$ cat src/design/tbn_pkg.sv
// Shared types, codes and helper functions for the tournament barrier node.
// Used by tbn_ctrl, tbn_datapath and tournament_barrier_node; no dependencies.
`default_nettype none

package tbn_pkg;

    // sizes
    localparam int MAX_NODES   = 64;
    localparam int MAX_THREADS = 64;
    localparam int MAX_RESULTS = 8;
    localparam int NODE_W      = 6;
    localparam int CNT_W       = 7;
    localparam int ROUND_W     = 3;
    localparam int ROUNDS      = 6;
    localparam int RES_W       = 4;
    localparam int KIND_W      = 2;
    localparam int CFG_IDX_W   = 2;

    // result kinds
    localparam logic [KIND_W-1:0] KIND_RELEASE = 2'd0;
    localparam logic [KIND_W-1:0] KIND_SEND    = 2'd1;
    localparam logic [KIND_W-1:0] KIND_DONE    = 2'd2;

    // per-round roles
    localparam logic [1:0] ROLE_BYE      = 2'd0;
    localparam logic [1:0] ROLE_WINNER   = 2'd1;
    localparam logic [1:0] ROLE_LOSER    = 2'd2;
    localparam logic [1:0] ROLE_CHAMPION = 2'd3;

    // tournament phase
    localparam logic [1:0] PH_IDLE      = 2'd0;
    localparam logic [1:0] PH_WAIT_ARR  = 2'd1;
    localparam logic [1:0] PH_WAIT_WAKE = 2'd2;

    // configuration register indexes
    localparam logic [CFG_IDX_W-1:0] CFG_NUM_NODES   = 2'd0;
    localparam logic [CFG_IDX_W-1:0] CFG_NODE_ID     = 2'd1;
    localparam logic [CFG_IDX_W-1:0] CFG_NUM_THREADS = 2'd2;

    // datapath operations
    typedef logic [3:0] t_op;
    localparam t_op OP_NONE   = 4'd0;
    localparam t_op OP_LOAD   = 4'd1;
    localparam t_op OP_ARRIVE = 4'd2;
    localparam t_op OP_MSG    = 4'd3;
    localparam t_op OP_START  = 4'd4;
    localparam t_op OP_CLIMB  = 4'd5;
    localparam t_op OP_DESC   = 4'd6;
    localparam t_op OP_FIN    = 4'd7;
    localparam t_op OP_FLUSH  = 4'd8;

    // outcome of one climb step at the current round
    localparam logic [1:0] CL_STAY = 2'd0;
    localparam logic [1:0] CL_FIN  = 2'd1;
    localparam logic [1:0] CL_WAIT = 2'd2;
    localparam logic [1:0] CL_DESC = 2'd3;

    // outcome of a received message
    localparam logic [1:0] MSG_NONE  = 2'd0;
    localparam logic [1:0] MSG_CLIMB = 2'd1;
    localparam logic [1:0] MSG_DESC  = 2'd2;

    typedef struct packed {
        t_op op;
    } t_cmd;

    typedef struct packed {
        logic       single;
        logic       thr_last;
        logic       busy;
        logic       func;
        logic [1:0] climb;
        logic       desc_zero;
        logic [1:0] msg;
        logic       defer_go;
        logic       hold;
        logic       pend_valid;
    } t_stat;

    // clamp a count register to 1..max
    function automatic logic [CNT_W-1:0] clamp_cnt(input logic [CNT_W-1:0] v,
                                                   input logic [CNT_W-1:0] max_v);
        logic [CNT_W-1:0] c;
        c = v;
        if (v == '0) c = CNT_W'(1);
        else if (v > max_v) c = max_v;
        return c;
    endfunction

    // rounds in the tournament: ceil(log2(p))
    function automatic logic [ROUND_W-1:0] num_rounds(input logic [CNT_W-1:0] p);
        logic [ROUND_W-1:0] r;
        r = '0;
        for (int j = 0; j < ROUNDS; j++) begin
            if ((CNT_W'(1) << j) < p) r = ROUND_W'(j + 1);
        end
        return r;
    endfunction

    // role of node id in round k
    function automatic logic [1:0] role_of(input logic [ROUND_W-1:0] k,
                                           input logic [NODE_W-1:0]  id,
                                           input logic [CNT_W-1:0]   p,
                                           input logic [ROUND_W-1:0] r);
        logic [CNT_W-1:0] half;
        logic [CNT_W-1:0] full;
        logic [CNT_W-1:0] low;
        logic [CNT_W-1:0] id_x;
        logic [1:0]       role;
        role = ROLE_BYE;
        id_x = {1'b0, id};
        half = CNT_W'(1) << (k - ROUND_W'(1));
        full = {half[CNT_W-2:0], 1'b0};
        low  = id_x & (full - CNT_W'(1));
        if (k != '0 && k <= r) begin
            if (low == '0) begin
                if (id == '0 && full >= p) role = ROLE_CHAMPION;
                else if (id_x + half < p) role = ROLE_WINNER;
            end else if (low == half) begin
                role = ROLE_LOSER;
            end
        end
        return role;
    endfunction

endpackage

`default_nettype wire

$ cat src/design/tournament_barrier_node.sv
// Barrier controller for one node of a combined sense-reversing tournament
// barrier. Items are taken one at a time: the input is ready again only once
// the sequencer is back in idle, after the item's steps (count down or latch a
// message, climb the rounds, walk back down, the done step) and any deferred
// start that is due. The sequencer in tbn_ctrl handles one round per cycle and
// stalls while both the held result and the output register are full and the
// output is not ready. Results of an item leave one per cycle while the output
// is ready, through a one-deep hold and an output register, with tlast on the
// final one; at most eight results per item are delivered.
// Depends on tbn_pkg, tbn_ctrl and tbn_datapath.
`default_nettype none

module tournament_barrier_node
    import tbn_pkg::*;
(
    input  wire                 i_clk,
    input  wire                 i_rst_n,
    // configuration write port
    input  wire                 i_cfg_we,
    input  wire [CFG_IDX_W-1:0] i_cfg_index,
    input  wire [CNT_W-1:0]     i_cfg_data,
    // input items
    input  wire                 s_axis_tvalid,
    output logic                s_axis_tready,
    input  wire [7:0]           s_axis_tdata,   // [5:0] from_node, [7:6] zero
    input  wire                 s_axis_tuser,   // [0] func
    // result items
    output logic                m_axis_tvalid,
    input  wire                 m_axis_tready,
    output logic [7:0]          m_axis_tdata,   // [5:0] dest_node, [6] sense_value
    output logic [KIND_W-1:0]   m_axis_tuser,   // [1:0] kind
    output logic                m_axis_tlast
);

    t_cmd              cmd;
    t_stat             stat;
    logic [NODE_W-1:0] out_dest;
    logic              out_sense;

    tbn_ctrl u_ctrl (
        .i_clk      (i_clk),
        .i_rst_n    (i_rst_n),
        .i_in_valid (s_axis_tvalid),
        .o_in_ready (s_axis_tready),
        .i_stat     (stat),
        .o_cmd      (cmd)
    );

    tbn_datapath u_dp (
        .i_clk       (i_clk),
        .i_rst_n     (i_rst_n),
        .i_cmd       (cmd),
        .o_stat      (stat),
        .i_cfg_we    (i_cfg_we),
        .i_cfg_index (i_cfg_index),
        .i_cfg_data  (i_cfg_data),
        .i_item_func (s_axis_tuser),
        .i_item_from (s_axis_tdata[NODE_W-1:0]),
        .o_out_valid (m_axis_tvalid),
        .i_out_ready (m_axis_tready),
        .o_out_kind  (m_axis_tuser),
        .o_out_dest  (out_dest),
        .o_out_sense (out_sense),
        .o_out_last  (m_axis_tlast)
    );

    assign m_axis_tdata = {1'b0, out_sense, out_dest};

`ifndef SYNTHESIS
    // a new item is only taken once the previous one left no held result
    a_idle_empty: assert property (@(posedge i_clk) disable iff (!i_rst_n)
        s_axis_tready |-> !stat.pend_valid)
        else $error("item accepted while a result is still held");

    // one item at a time
    a_one_item: assert property (@(posedge i_clk) disable iff (!i_rst_n)
        (s_axis_tvalid && s_axis_tready) |=> !s_axis_tready)
        else $error("second item accepted while busy");

    // no step advances while the output side is blocked
    a_no_step_on_hold: assert property (@(posedge i_clk) disable iff (!i_rst_n)
        (cmd.op != OP_NONE) |-> !stat.hold)
        else $error("step issued while results are stalled");
`endif

endmodule

`default_nettype wire

$ cat src/design/tbn_ctrl.sv
// Sequencer for the tournament barrier node: walks one item through its steps.
// Depends on tbn_pkg; drives tbn_datapath through t_cmd and reads t_stat.
`default_nettype none

module tbn_ctrl
    import tbn_pkg::*;
(
    input  wire   i_clk,
    input  wire   i_rst_n,
    input  wire   i_in_valid,
    output logic  o_in_ready,
    input  t_stat i_stat,
    output t_cmd  o_cmd
);

    localparam logic [2:0] ST_IDLE  = 3'd0;
    localparam logic [2:0] ST_ITEM  = 3'd1;
    localparam logic [2:0] ST_CLIMB = 3'd2;
    localparam logic [2:0] ST_DESC  = 3'd3;
    localparam logic [2:0] ST_FIN   = 3'd4;
    localparam logic [2:0] ST_DEFER = 3'd5;
    localparam logic [2:0] ST_FLUSH = 3'd6;

    logic [2:0] r_state;
    logic [2:0] n_state;

    assign o_in_ready = (r_state == ST_IDLE);

    // next state and command; nothing moves while the result path is full
    always_comb begin
        n_state  = r_state;
        o_cmd.op = OP_NONE;
        case (r_state)
            ST_IDLE: begin
                if (i_in_valid) begin
                    o_cmd.op = OP_LOAD;
                    n_state  = ST_ITEM;
                end
            end
            ST_ITEM: begin
                if (!i_stat.hold) begin
                    if (!i_stat.func) begin
                        o_cmd.op = OP_ARRIVE;
                        if (i_stat.thr_last && !i_stat.busy)
                            n_state = i_stat.single ? ST_FIN : ST_CLIMB;
                        else
                            n_state = ST_DEFER;
                    end else if (i_stat.single) begin
                        n_state = ST_DEFER;
                    end else begin
                        o_cmd.op = OP_MSG;
                        case (i_stat.msg)
                            MSG_CLIMB: n_state = ST_CLIMB;
                            MSG_DESC:  n_state = ST_DESC;
                            default:   n_state = ST_DEFER;
                        endcase
                    end
                end
            end
            ST_CLIMB: begin
                if (!i_stat.hold) begin
                    case (i_stat.climb)
                        CL_FIN: n_state = ST_FIN;
                        CL_WAIT: begin
                            o_cmd.op = OP_CLIMB;
                            n_state  = ST_DEFER;
                        end
                        CL_DESC: begin
                            o_cmd.op = OP_CLIMB;
                            n_state  = ST_DESC;
                        end
                        default: o_cmd.op = OP_CLIMB;
                    endcase
                end
            end
            ST_DESC: begin
                if (!i_stat.hold) begin
                    if (i_stat.desc_zero) n_state = ST_FIN;
                    else o_cmd.op = OP_DESC;
                end
            end
            ST_FIN: begin
                if (!i_stat.hold) begin
                    o_cmd.op = OP_FIN;
                    n_state  = ST_DEFER;
                end
            end
            ST_DEFER: begin
                if (!i_stat.hold) begin
                    if (i_stat.defer_go) begin
                        o_cmd.op = OP_START;
                        n_state  = i_stat.single ? ST_FIN : ST_CLIMB;
                    end else begin
                        n_state = ST_FLUSH;
                    end
                end
            end
            ST_FLUSH: begin
                if (!i_stat.hold) begin
                    o_cmd.op = OP_FLUSH;
                    n_state  = ST_IDLE;
                end
            end
            default: n_state = ST_IDLE;
        endcase
    end

    always_ff @(posedge i_clk) begin
        if (!i_rst_n) begin
            r_state <= ST_IDLE;
        end else begin
            r_state <= n_state;
        end
    end

endmodule

`default_nettype wire

$ cat src/design/tbn_datapath.sv
// Datapath of the tournament barrier node: configuration, barrier state,
// round roles, one held result and the output register. Depends on tbn_pkg.
`default_nettype none

module tbn_datapath
    import tbn_pkg::*;
(
    input  wire                    i_clk,
    input  wire                    i_rst_n,
    input  t_cmd                   i_cmd,
    output t_stat                  o_stat,
    input  wire                    i_cfg_we,
    input  wire [CFG_IDX_W-1:0]    i_cfg_index,
    input  wire [CNT_W-1:0]        i_cfg_data,
    input  wire                    i_item_func,
    input  wire [NODE_W-1:0]       i_item_from,
    output logic                   o_out_valid,
    input  wire                    i_out_ready,
    output logic [KIND_W-1:0]      o_out_kind,
    output logic [NODE_W-1:0]      o_out_dest,
    output logic                   o_out_sense,
    output logic                   o_out_last
);

    // configuration
    logic [CNT_W-1:0]   r_num_nodes, n_num_nodes;
    logic [NODE_W-1:0]  r_node_id, n_node_id;
    logic [CNT_W-1:0]   r_num_threads, n_num_threads;

    // barrier state
    logic [CNT_W-1:0]   r_thr_left, n_thr_left;
    logic               r_gsense, n_gsense;
    logic               r_nsense, n_nsense;
    logic [ROUND_W-1:0] r_cur, n_cur;
    logic [1:0]         r_phase, n_phase;
    logic [ROUNDS-1:0]  r_arr_seen, n_arr_seen;
    logic               r_wake_seen, n_wake_seen;
    logic               r_defer, n_defer;
    logic [ROUND_W-1:0] r_k, n_k;

    // item and result counting
    logic               r_func, n_func;
    logic [NODE_W-1:0]  r_from, n_from;
    logic [RES_W-1:0]   r_cnt, n_cnt;

    // held result, waiting to learn whether it is the last one
    logic               r_pend_v, n_pend_v;
    logic [KIND_W-1:0]  r_pend_kind, n_pend_kind;
    logic [NODE_W-1:0]  r_pend_dest, n_pend_dest;
    logic               r_pend_sense, n_pend_sense;

    // output register
    logic               r_out_v, n_out_v;
    logic [KIND_W-1:0]  r_out_kind, n_out_kind;
    logic [NODE_W-1:0]  r_out_dest, n_out_dest;
    logic               r_out_sense, n_out_sense;
    logic               r_out_last, n_out_last;

    // derived values
    logic [CNT_W-1:0]   eff_p;
    logic [CNT_W-1:0]   eff_t;
    logic [ROUND_W-1:0] rounds;
    logic               single;
    logic [1:0]         role_k;
    logic [CNT_W-1:0]   half_k;
    logic [ROUND_W-1:0] k_m1;
    logic               seen_k;
    logic [NODE_W-1:0]  dest_up;
    logic [NODE_W-1:0]  dest_dn;
    logic [1:0]         climb_code;

    // message search
    logic               hit_arr;
    logic               hit_wake;
    logic [ROUND_W-1:0] hit_k;
    logic [1:0]         msg_code;

    // result request
    logic               emit_req;
    logic [KIND_W-1:0]  emit_kind;
    logic [NODE_W-1:0]  emit_dest;
    logic               emit_sense;
    logic               hold;

    assign eff_p   = clamp_cnt(r_num_nodes, CNT_W'(MAX_NODES));
    assign eff_t   = clamp_cnt(r_num_threads, CNT_W'(MAX_THREADS));
    assign rounds  = num_rounds(eff_p);
    assign single  = (eff_p == CNT_W'(1)) || ({1'b0, r_node_id} >= eff_p);
    assign role_k  = role_of(r_k, r_node_id, eff_p, rounds);
    assign half_k  = CNT_W'(1) << (r_k - ROUND_W'(1));
    assign k_m1    = r_k - ROUND_W'(1);
    assign seen_k  = (k_m1 < ROUND_W'(ROUNDS)) ? r_arr_seen[k_m1] : 1'b0;
    assign dest_up = NODE_W'({1'b0, r_node_id} + half_k);
    assign dest_dn = NODE_W'({1'b0, r_node_id} - half_k);

    // what one climb step at round k does
    always_comb begin
        climb_code = CL_STAY;
        if (r_k == '0 || r_k > rounds) begin
            climb_code = CL_FIN;
        end else begin
            case (role_k)
                ROLE_WINNER:   climb_code = seen_k ? CL_STAY : CL_WAIT;
                ROLE_LOSER:    climb_code = r_wake_seen ? CL_DESC : CL_WAIT;
                ROLE_CHAMPION: climb_code = seen_k ? CL_DESC : CL_WAIT;
                default:       climb_code = CL_STAY;
            endcase
        end
    end

    // classify a message: lowest round whose opponent is the sender
    always_comb begin
        logic [1:0]       role_j;
        logic [CNT_W-1:0] half_j;
        hit_arr  = 1'b0;
        hit_wake = 1'b0;
        hit_k    = '0;
        for (int j = ROUNDS; j >= 1; j--) begin
            role_j = role_of(ROUND_W'(j), r_node_id, eff_p, rounds);
            half_j = CNT_W'(1) << (j - 1);
            if ((role_j == ROLE_WINNER || role_j == ROLE_CHAMPION) &&
                ({1'b0, r_from} == {1'b0, r_node_id} + half_j)) begin
                hit_arr  = 1'b1;
                hit_wake = 1'b0;
                hit_k    = ROUND_W'(j);
            end else if (role_j == ROLE_LOSER &&
                         ({1'b0, r_from} + half_j == {1'b0, r_node_id})) begin
                hit_arr  = 1'b0;
                hit_wake = 1'b1;
                hit_k    = ROUND_W'(j);
            end
        end
        msg_code = MSG_NONE;
        if (hit_arr && r_phase == PH_WAIT_ARR && r_cur == hit_k) msg_code = MSG_CLIMB;
        else if (hit_wake && r_phase == PH_WAIT_WAKE) msg_code = MSG_DESC;
    end

    // output side cannot take the held result this cycle
    assign hold = r_pend_v && r_out_v && !i_out_ready;

    // state updates per command
    always_comb begin
        n_num_nodes   = r_num_nodes;
        n_node_id     = r_node_id;
        n_num_threads = r_num_threads;
        n_thr_left    = r_thr_left;
        n_gsense      = r_gsense;
        n_nsense      = r_nsense;
        n_cur         = r_cur;
        n_phase       = r_phase;
        n_arr_seen    = r_arr_seen;
        n_wake_seen   = r_wake_seen;
        n_defer       = r_defer;
        n_k           = r_k;
        n_func        = r_func;
        n_from        = r_from;
        n_cnt         = r_cnt;
        n_pend_v      = r_pend_v;
        n_pend_kind   = r_pend_kind;
        n_pend_dest   = r_pend_dest;
        n_pend_sense  = r_pend_sense;
        n_out_v       = r_out_v && !i_out_ready;
        n_out_kind    = r_out_kind;
        n_out_dest    = r_out_dest;
        n_out_sense   = r_out_sense;
        n_out_last    = r_out_last;
        emit_req      = 1'b0;
        emit_kind     = KIND_RELEASE;
        emit_dest     = '0;
        emit_sense    = 1'b0;

        case (i_cmd.op)
            OP_LOAD: begin
                n_func = i_item_func;
                n_from = i_item_from;
                n_cnt  = '0;
            end
            OP_ARRIVE: begin
                if (r_thr_left <= CNT_W'(1)) begin
                    n_thr_left = eff_t;
                    n_gsense   = ~r_gsense;
                    emit_req   = 1'b1;
                    emit_kind  = KIND_RELEASE;
                    emit_sense = ~r_gsense;
                    if (r_phase != PH_IDLE) n_defer = 1'b1;
                    else n_k = ROUND_W'(1);
                end else begin
                    n_thr_left = r_thr_left - CNT_W'(1);
                end
            end
            OP_MSG: begin
                if (hit_arr) begin
                    n_arr_seen[hit_k - ROUND_W'(1)] = 1'b1;
                    if (msg_code == MSG_CLIMB) n_k = hit_k;
                end else if (hit_wake) begin
                    if (r_phase == PH_WAIT_WAKE) begin
                        n_wake_seen = 1'b0;
                        n_k         = r_cur - ROUND_W'(1);
                    end else begin
                        n_wake_seen = 1'b1;
                    end
                end
            end
            OP_START: begin
                n_defer = 1'b0;
                n_k     = ROUND_W'(1);
            end
            OP_CLIMB: begin
                case (role_k)
                    ROLE_WINNER: begin
                        if (seen_k) begin
                            n_arr_seen[k_m1] = 1'b0;
                            n_k = r_k + ROUND_W'(1);
                        end else begin
                            n_phase = PH_WAIT_ARR;
                            n_cur   = r_k;
                        end
                    end
                    ROLE_LOSER: begin
                        emit_req   = 1'b1;
                        emit_kind  = KIND_SEND;
                        emit_dest  = dest_dn;
                        emit_sense = r_nsense;
                        if (r_wake_seen) begin
                            n_wake_seen = 1'b0;
                            n_k = k_m1;
                        end else begin
                            n_phase = PH_WAIT_WAKE;
                            n_cur   = r_k;
                        end
                    end
                    ROLE_CHAMPION: begin
                        if (seen_k) begin
                            n_arr_seen[k_m1] = 1'b0;
                            emit_req   = 1'b1;
                            emit_kind  = KIND_SEND;
                            emit_dest  = dest_up;
                            emit_sense = r_nsense;
                            n_k = k_m1;
                        end else begin
                            n_phase = PH_WAIT_ARR;
                            n_cur   = r_k;
                        end
                    end
                    default: n_k = r_k + ROUND_W'(1);
                endcase
            end
            OP_DESC: begin
                if (role_k == ROLE_WINNER) begin
                    emit_req   = 1'b1;
                    emit_kind  = KIND_SEND;
                    emit_dest  = dest_up;
                    emit_sense = r_nsense;
                end
                n_k = k_m1;
            end
            OP_FIN: begin
                n_nsense   = ~r_nsense;
                emit_req   = 1'b1;
                emit_kind  = KIND_DONE;
                emit_sense = ~r_nsense;
                n_phase    = PH_IDLE;
                n_cur      = '0;
            end
            default: ;
        endcase

        // new result: the held one goes out, the new one is held
        if (emit_req && r_cnt < RES_W'(MAX_RESULTS)) begin
            if (r_pend_v) begin
                n_out_v     = 1'b1;
                n_out_kind  = r_pend_kind;
                n_out_dest  = r_pend_dest;
                n_out_sense = r_pend_sense;
                n_out_last  = 1'b0;
            end
            n_pend_v     = 1'b1;
            n_pend_kind  = emit_kind;
            n_pend_dest  = emit_dest;
            n_pend_sense = emit_sense;
            n_cnt        = r_cnt + RES_W'(1);
        end

        // end of the item: held result is the last one
        if (i_cmd.op == OP_FLUSH && r_pend_v) begin
            n_out_v     = 1'b1;
            n_out_kind  = r_pend_kind;
            n_out_dest  = r_pend_dest;
            n_out_sense = r_pend_sense;
            n_out_last  = 1'b1;
            n_pend_v    = 1'b0;
        end

        // configuration writes
        if (i_cfg_we) begin
            case (i_cfg_index)
                CFG_NUM_NODES: n_num_nodes = i_cfg_data;
                CFG_NODE_ID:   n_node_id   = i_cfg_data[NODE_W-1:0];
                CFG_NUM_THREADS: begin
                    n_num_threads = i_cfg_data;
                    n_thr_left    = clamp_cnt(i_cfg_data, CNT_W'(MAX_THREADS));
                end
                default: ;
            endcase
        end
    end

    always_ff @(posedge i_clk) begin
        if (!i_rst_n) begin
            r_num_nodes   <= CNT_W'(1);
            r_node_id     <= '0;
            r_num_threads <= CNT_W'(1);
            r_thr_left    <= CNT_W'(1);
            r_gsense      <= 1'b1;
            r_nsense      <= 1'b1;
            r_cur         <= '0;
            r_phase       <= PH_IDLE;
            r_arr_seen    <= '0;
            r_wake_seen   <= 1'b0;
            r_defer       <= 1'b0;
            r_k           <= '0;
            r_pend_v      <= 1'b0;
            r_out_v       <= 1'b0;
        end else begin
            r_num_nodes   <= n_num_nodes;
            r_node_id     <= n_node_id;
            r_num_threads <= n_num_threads;
            r_thr_left    <= n_thr_left;
            r_gsense      <= n_gsense;
            r_nsense      <= n_nsense;
            r_cur         <= n_cur;
            r_phase       <= n_phase;
            r_arr_seen    <= n_arr_seen;
            r_wake_seen   <= n_wake_seen;
            r_defer       <= n_defer;
            r_k           <= n_k;
            r_pend_v      <= n_pend_v;
            r_out_v       <= n_out_v;
        end
    end

    // payload registers
    always_ff @(posedge i_clk) begin
        r_func       <= n_func;
        r_from       <= n_from;
        r_cnt        <= n_cnt;
        r_pend_kind  <= n_pend_kind;
        r_pend_dest  <= n_pend_dest;
        r_pend_sense <= n_pend_sense;
        r_out_kind   <= n_out_kind;
        r_out_dest   <= n_out_dest;
        r_out_sense  <= n_out_sense;
        r_out_last   <= n_out_last;
    end

    // status to the sequencer
    always_comb begin
        o_stat.single     = single;
        o_stat.thr_last   = (r_thr_left <= CNT_W'(1));
        o_stat.busy       = (r_phase != PH_IDLE);
        o_stat.func       = r_func;
        o_stat.climb      = climb_code;
        o_stat.desc_zero  = (r_k == '0);
        o_stat.msg        = msg_code;
        o_stat.defer_go   = (r_phase == PH_IDLE) && r_defer;
        o_stat.hold       = hold;
        o_stat.pend_valid = r_pend_v;
    end

    assign o_out_valid = r_out_v;
    assign o_out_kind  = r_out_kind;
    assign o_out_dest  = r_out_dest;
    assign o_out_sense = r_out_sense;
    assign o_out_last  = r_out_last;

endmodule

`default_nettype wire

$ cat config.mk
export PLATFORM = sky130hd
export DESIGN_NAME = tournament_barrier_node
export DESIGN_NICKNAME = d
export VERILOG_FILES = /design/src/design/tbn_pkg.sv /design/src/design/tournament_barrier_node.sv /design/src/design/tbn_ctrl.sv /design/src/design/tbn_datapath.sv
export SDC_FILE = /design/constraint.sdc
export NUM_CORES = 1
export LEC_CHECK = 0
export CAP_MARGIN = 20
export CELL_PAD_IN_SITES_DETAIL_PLACEMENT = 0
export CELL_PAD_IN_SITES_GLOBAL_PLACEMENT = 2
export CORE_ASPECT_RATIO = 0.8
export CORE_MARGIN = 4
export CORE_UTILIZATION = 36
export CTS_BUF_LIST = sky130_fd_sc_hd__clkbuf_16
export CTS_CLUSTER_SIZE = 14
export DETAILED_ROUTE_END_ITERATION = 16
export DONT_BUFFER_PORTS = 1
export PLACE_DENSITY_LB_ADDON = 0.15
export RECOVER_POWER = 100
export SLEW_MARGIN = 20
export SYNTH_ARGS = -nofsm -noshare
export SYNTH_HDL_FRONTEND = slang
export SYNTH_SLANG_ARGS = --single-unit
$ cat constraint.sdc
create_clock -name i_clk -period 5.4 [get_ports i_clk]
set_input_delay 0.27 -clock i_clk [delete_from_list [all_inputs] [get_ports i_clk]]
set_output_delay 0.27 -clock i_clk [all_outputs]
set_load 0.05 [all_outputs]
**After elaboration in Yosys (flattened, before gate mapping)**

Cells that the tools add are included.

- Flip-flop bits (word level): 80
- Input port bits: 23
- Output and inout bits: 13

- Mux-type cells: 192
- Shift-type cells: 1
- Magnitude comparators: 39
- $add $sub $neg: 21
- Reductions and logical operators: 80
- Eq/ne operators: 91
- Bitwise gates (word level): 7

Operators with widths:

| cell | number |
|---|---|
| $mux 3 | 45 |
| $mux 2 | 38 |
| $logic_not 7->1 | 10 |
| $mux 7 | 10 |
| $mux 1 | 58 |
| $lt 7x7->1 | 7 |
| $mux 6 | 8 |
| $eq 6x7->1 | 6 |
| $eq 7x6->1 | 6 |
| $eq 2x2->1 const B | 20 |
| $pmux 6 s2 | 3 |
| $logic_and 1x1->1 | 32 |
| $mux 4 | 8 |
| $ne 2x2->1 const B | 14 |
| $pmux 4 s7 | 1 |
| $eq 2x1->1 const B | 11 |
| $gt 7x7->1 const B | 3 |
| $pmux 3 s7 | 1 |
| $pmux 3 s2 | 3 |
| $pmux 3 s3 | 2 |
| $reduce_and 9->1 | 2 |
| $eq 4x3->1 const B | 4 |
| $pmux 3 s5 | 1 |
| $add 6x1->7 const B | 2 |
| 75 further kinds | 136 |

**Depth between registers and ports, before layout**

- Depth after elaboration: 35
- Gate-level depth with buffers: 25
- Depth with buffers taken out: 23

**Modules after synthesis**

Synthesis repeated with hierarchy kept, for this count alone.

- Cell total of the unflattened synthesis: 887
- Area total of the unflattened synthesis: 7490.9 um2

Modules (own cells, without submodules):

| module | cells an instance | area each (um2) | instances |
|---|---|---|---|
| tbn_datapath | 822 | 7033.0 | 1 |
| tbn_ctrl | 62 | 439.2 | 1 |
| tournament_barrier_node | 3 | 18.8 | 1 |

**Worst setup path after synthesis**

Ideal clock, no wire load.

- Path kind: register -> register
- Start point: register u_dp.r_k[0]
- End point: register u_dp.r_out_dest[0], in the netlist u_dp.o_out_dest[0] (enable)
- Setup time: 357 ps
- Setup slack: -22 ps
- Arrival: 5065 ps
- Required time: 5043 ps
- Cell stages (with the launch flop): 25
- Cell sequence: dfxtp_1 clkbuf_1 inv_1 ha_1 xnor2_1 and2_1 ha_1 inv_1 fa_1 nor2_1 nor2_1 nor2_1 nor2_1 o21bai_1 a21oi_1 xor2_1 ha_1 o2111ai_1 a31o_2 a22oi_1 or2_0 buf_2 or4b_4 a41o_4 a21oi_2

- Longest elaborated chain between the ends: 20

RTL lines:

| what | RTL line | RTL |
|---|---|---|
| start, declared | tbn_datapath.sv:39 | `logic [ROUND_W-1:0] r_k, n_k;` |
| start signal, assigned | tbn_datapath.sv:336 | `r_k <= n_k;` |
| $sub 3x1->3 | tbn_pkg.sv:112, tbn_datapath.sv:91 |  |
| $shl 1x3->7 | n/a |  |
| $add 6x7->7 or $sub 7x1->7 (tied branches) | tbn_pkg.sv:118, tbn_pkg.sv:114 |  |
| $lt 7x7->1 or $and 6x7->7 (tied branches) | tbn_pkg.sv:118, tbn_pkg.sv:114 |  |
| $mux 1 or $eq 7x7->1 (tied branches) | tbn_pkg.sv:118, tbn_pkg.sv:119 |  |
| $mux 2 (on tied branches) | tbn_pkg.sv:117, tbn_pkg.sv:119 |  |
| $mux 2 | tbn_pkg.sv:116 | `if (low == '0) begin` |
| $mux 2 | tbn_pkg.sv:115 | `if (k != '0 && k <= r) begin` |
| [4 not listed] | n/a |  |
| $mux 3 | tbn_ctrl.sv:62 | `case (i_stat.climb)` |
| $mux 4 | tbn_ctrl.sv:61 | `if (!i_stat.hold) begin` |
| $pmux 4 s7 | tbn_ctrl.sv:33 | `case (r_state)` |
| $eq 4x3->1 or $eq 4x2->1 (tied branches) | tbn_datapath.sv:172 | `case (i_cmd.op)` |
| $pmux 1 s4 | tbn_datapath.sv:172 |  |
| $logic_and 1x1->1 | tbn_datapath.sv:269 | `if (emit_req && r_cnt < RES_W'(MAX_RESULTS)) begin` |
| $reduce_bool 2->1 (no source line) | n/a |  |
| $reduce_and 2->1 (no source line) (*) | n/a |  |
| end signal, assigned | tbn_datapath.sv:351 | `r_out_dest <= n_out_dest;` |
| end, declared | tbn_datapath.sv:55 | `logic [NODE_W-1:0] r_out_dest, n_out_dest;` |

Every way passes the cells marked *; elsewhere a longest branch is shown, timed or not. The select of a mux whose other input is x is not followed.
A chain may end at the register's enable or synchronous reset.

**Worst setup path in the final report**

- Start point: register u_dp.r_node_id[4]
- End point: register u_dp.r_arr_seen[3]

- Longest elaborated chain between the ends: 28

RTL lines:

| what | RTL line | RTL |
|---|---|---|
| start, declared | tbn_datapath.sv:27 | `logic [NODE_W-1:0] r_node_id, n_node_id;` |
| start signal, assigned | tbn_datapath.sv:326 | `r_node_id <= n_node_id;` |
| $add 6x6->7 | tbn_pkg.sv:118, tbn_datapath.sv:122 |  |
| $lt 7x7->1 | tbn_pkg.sv:118 | `else if (id_x + half < p) role = ROLE_WINNER;` |
| $mux 1 | tbn_pkg.sv:118 |  |
| $mux 2 | tbn_pkg.sv:117 | `if (id == '0 && full >= p) role = ROLE_CHAMPION;` |
| $mux 2 | tbn_pkg.sv:116 |  |
| $mux 2 | tbn_pkg.sv:115 |  |
| $eq 2x2->1 (tied with other cells) | tbn_datapath.sv:126 | `end else if (role_j == ROLE_LOSER &&` |
| $logic_and 1x1->1 or $logic_or 1x1->1 (tied branches) | tbn_datapath.sv:126, tbn_datapath.sv:121 |  |
| [12 not listed] | n/a |  |
| $sub 3x1->3 | tbn_datapath.sv:193 | `n_arr_seen[hit_k - ROUND_W'(1)] = 1'b1;` |
| $lt 3x4->1 (implied by the code) or $ge 3x1->1 (tied branches) | tbn_datapath.sv:193 |  |
| $logic_and 1x1->1 (implied by the code) | tbn_datapath.sv:193 |  |
| $mux 1 (implied by the code) | tbn_datapath.sv:193 |  |
| $demux 1 s3 | n/a |  |
| $or 6x6->6 (no source line) | n/a |  |
| $mux 6 | tbn_datapath.sv:192 | `if (hit_arr) begin` |
| $pmux 6 s2 | tbn_datapath.sv:172 |  |
| end signal, assigned | tbn_datapath.sv:333 | `r_arr_seen <= n_arr_seen;` |
| end, declared | tbn_datapath.sv:36 | `logic [ROUNDS-1:0] r_arr_seen, n_arr_seen;` |

Several ways; a longest one is shown, not always the timed one. The select of a mux whose other input is x is not followed.

==> qor.csv <==
metric,value,unit
die_h,136,um
fmax,198,MHz
postSynthAreaPerCell,8.27,um^2
synth_commonest_cells,"ha_1, nand2_1, nor2_1",
dp_slack,0.304,ns
die_x,168,um
worst_ep_arrival_time,5.31,ns
path_class,reg -> reg,
synth_fp_nets,1002,
swShare,42.0,%
finalNetCount,997,
dp_hpwl,18500,um
synthToLayoutAreaGrowth,8.84,%
synth.cell_area,7370,um^2
p_sw,0.00110,W
io_buffers,0,
setup-violations-final,0,
cts_buffer_depth,2,
num_antenna_cells,0,
num_io_pins,36,
rows,46,
synth_edf_count,29,
grt_pass1_vias,6577,
drv_slew,0,
dp.cells,1136,
synth_ff_type,dfxtp_1,
seq_power_share,33.5,%
grt_max_degree,21,
outcome,"finished, final reports clean",
clockPowerShare,22.1,%
wl_per_cell,20.4,um
yosysTopAreaCellShare,14.6,%
cp-end-kind,register,
ys_ff_latch,80,
ys_warn_count,0,
drive_gt1_share,6.96,%
finalSetupTns,0,ns
cp_data_required_time,5.66,ns
vias,6696,
combPwrFrac,44.4,%
cts_tree,done,
synthSimpleGateAreaFrac,22.5,%
yosysSeqAreaShare,25.7,%
postRouteAntennaNets,0,
finalWorstSetupSlack,0.345,ns
nFillCells,2039,
clock-sinks,80,
syn-instance-count,891,
peakVddDrop,0.171,mV
root_buffer,clkbuf_16,
synth.most_common_cell,ha_1,
finClkSkew,0.00747,ns
worst_slew_pin_slew,1.16,ns
critPathMaxFanout,16,
grt_overflow,0,
clk_latency,0.34,ns
timing.final.crit_share,93.6,%
drcViolationCount,0,
die-area,22800,um^2
finalHoldViolations,0,
routed_wl,23500,um
drt_iter0_markers,506,
place_congestion,0.892,
clkSlewWorstSetupHoldPaths,0.06,ns
synth_compound_area_share,21.6,%
instances_no_fill,1155,
core_area,20000,um^2
vias_per_cell,5.80,
grt_usage,20.7,%
finalPower,0.00262,W
async_reset_ff_share,0,%
synth_area_leaders,"ha_1, dfxtp_1, edfxtp_1, nand2_1, a21oi_1",
synth_mux_area_share,3.55,%
powerDensity,326,nW/um^2
antenna_found_initial,0,
maxCapViolations,0,
synth_xor_area_share,6.65,%
synthAdderAreaFrac,15.1,%
cts-buffers-inserted,9,
yosysTopAreaCell,ha_1,
htreeDepth,3,
floorplan.initialDensity,36.9,%
intPower,0.00152,W
max-slew-margin-rel,22.8,%
rsz0062_at_grt,no,
cp-start-kind,register,
first_pass_iters,5,
grt_pass1_wl,37200,um
leakage,3.14,nW
min_path_type,in -> reg,
yosysUniqueCellTypes,80,
period_needed,5.05,ns
synth_top_family_by_area,simple AND/OR/NAND/NOR gates,
[cells by family after synthesis]
group	Yosys count
AND/OR/NAND/NOR	322
AO/OA/AOI/OAI	228
buffers and inverters	90
adder cells (fa/ha/maj)	88
flip-flops	80
XOR/XNOR	56
multiplexers	26
other	1
[cell usage in the layout, fill, tap and decap left out, types with 7 or more instances in the layout]
master	instances
and3_1	11
inv_1	42
nor2b_1	16
dfxtp_1	50
or3_1	9
nor3_1	26
o21ai_0	38
mux2i_1	25
nand3b_1	12
a21o_1	11
nand4_1	8
xor2_1	27
a21oi_1	58
nor3b_1	8
xnor2_1	28
a211oi_1	9
nand2_1	80
buf_4	24
ha_1	86
o31ai_1	7
or4_1	13
nor4_1	7
o21a_1	9
edfxtp_1	29
nand2b_1	15
nor2_1	69
a31oi_1	13
clkbuf_16	10
o211ai_1	13
nand3_1	22
[power groups by stage]
stage          clock (W)  sequential [W]  combinational [W]
6_report        0.000578        0.000877            0.00116
5_1_grt         0.000617        0.000893            0.00128
4_1_cts         0.000594        0.000875            0.00115
3_5_place_dp           0        0.000888            0.00114
3_3_place_gp           0        0.000883            0.00112
2_1_floorplan          0        0.000830           0.000872
[metrics by stage]
stage,cell area (um^2),utilization [%],hold WS (ns)
3_3_place_gp,7710,38.6,0.336
2_1_floorplan,7380,-,0.369
3_5_place_dp,7730,38.7,0.339
5_1_grt,8020,40.2,0.00361
4_1_cts,8020,40.2,0.00562
6_report,8020,40.2,0.0178
[state kept, by name, indices dropped and copies added (netlist names), 2 cells and up]
name	count
u_dp.r_k	3
u_dp.r_thr_left	7
u_dp.r_cnt	4
u_dp.r_pend_dest	6
u_dp.r_cur	3
u_dp.r_phase	2
u_dp.r_num_nodes	7
u_dp.o_out_dest	6
u_dp.r_node_id	6
u_ctrl.r_state	3
u_dp.r_arr_seen	6
u_dp.o_out_kind	2
u_dp.r_from	6
u_dp.r_num_threads	7
u_dp.r_pend_kind	2
[final timing paths]
path	slack [ns]	end	from	depth (start not counted)
max	0.35	u_dp.r_arr_seen[3]	u_dp.r_node_id[4]	15
max reg2reg	0.35	u_dp.r_arr_seen[3]	u_dp.r_node_id[4]	15
min	0.02	u_dp.r_thr_left[0]	i_rst_n	1
min reg2reg	0.42	u_dp.o_out_dest[1]	u_dp.r_pend_dest[1]	0
[worst max-delay path, cell delays in order (launching register included)]
cell	delay [ns]
dfxtp_1	0.38
clkbuf_1	0.87
inv_1	0.29
ha_1	0.45
ha_1	0.22
or4_1	0.53
o221ai_1	0.34
nand4_1	0.24
and3_1	0.25
nand2b_1	0.14
inv_1	0.10
ha_1	0.21
xor2_1	0.17
o31ai_1	0.14
or4_1	0.46
a21oi_1	0.17
[layout make-up]
type	instances	area (um^2)	area share [%]
multi-input combinational	721	5140	64.1
tap	264	330	4.12
timing repair buffer	29	205	2.56
clock inverter	6	32.5	0.405
sequential	80	1890	23.6
clock buffer	10	250	3.12
inverter	45	169	2.11
[routing by layer]
layer  wire length, um  global-route usage, %
met3              1190                   3.31
met5                 0                      0
met2              9990                   31.3
met1             12100                   31.2
met4               266                   4.01
[repair_timing]
| action | in CTS | in global routing |
|---|---|---|
| setup buffers | 0 | 2 |
| hold buffers | 1 | 0 |
| endpoints found under the hold margin | 4 | 0 |
| setup endpoints to repair | 0 | 14 |
| resized for setup | 0 | 3 |
(Power assumes the default switching activity.)
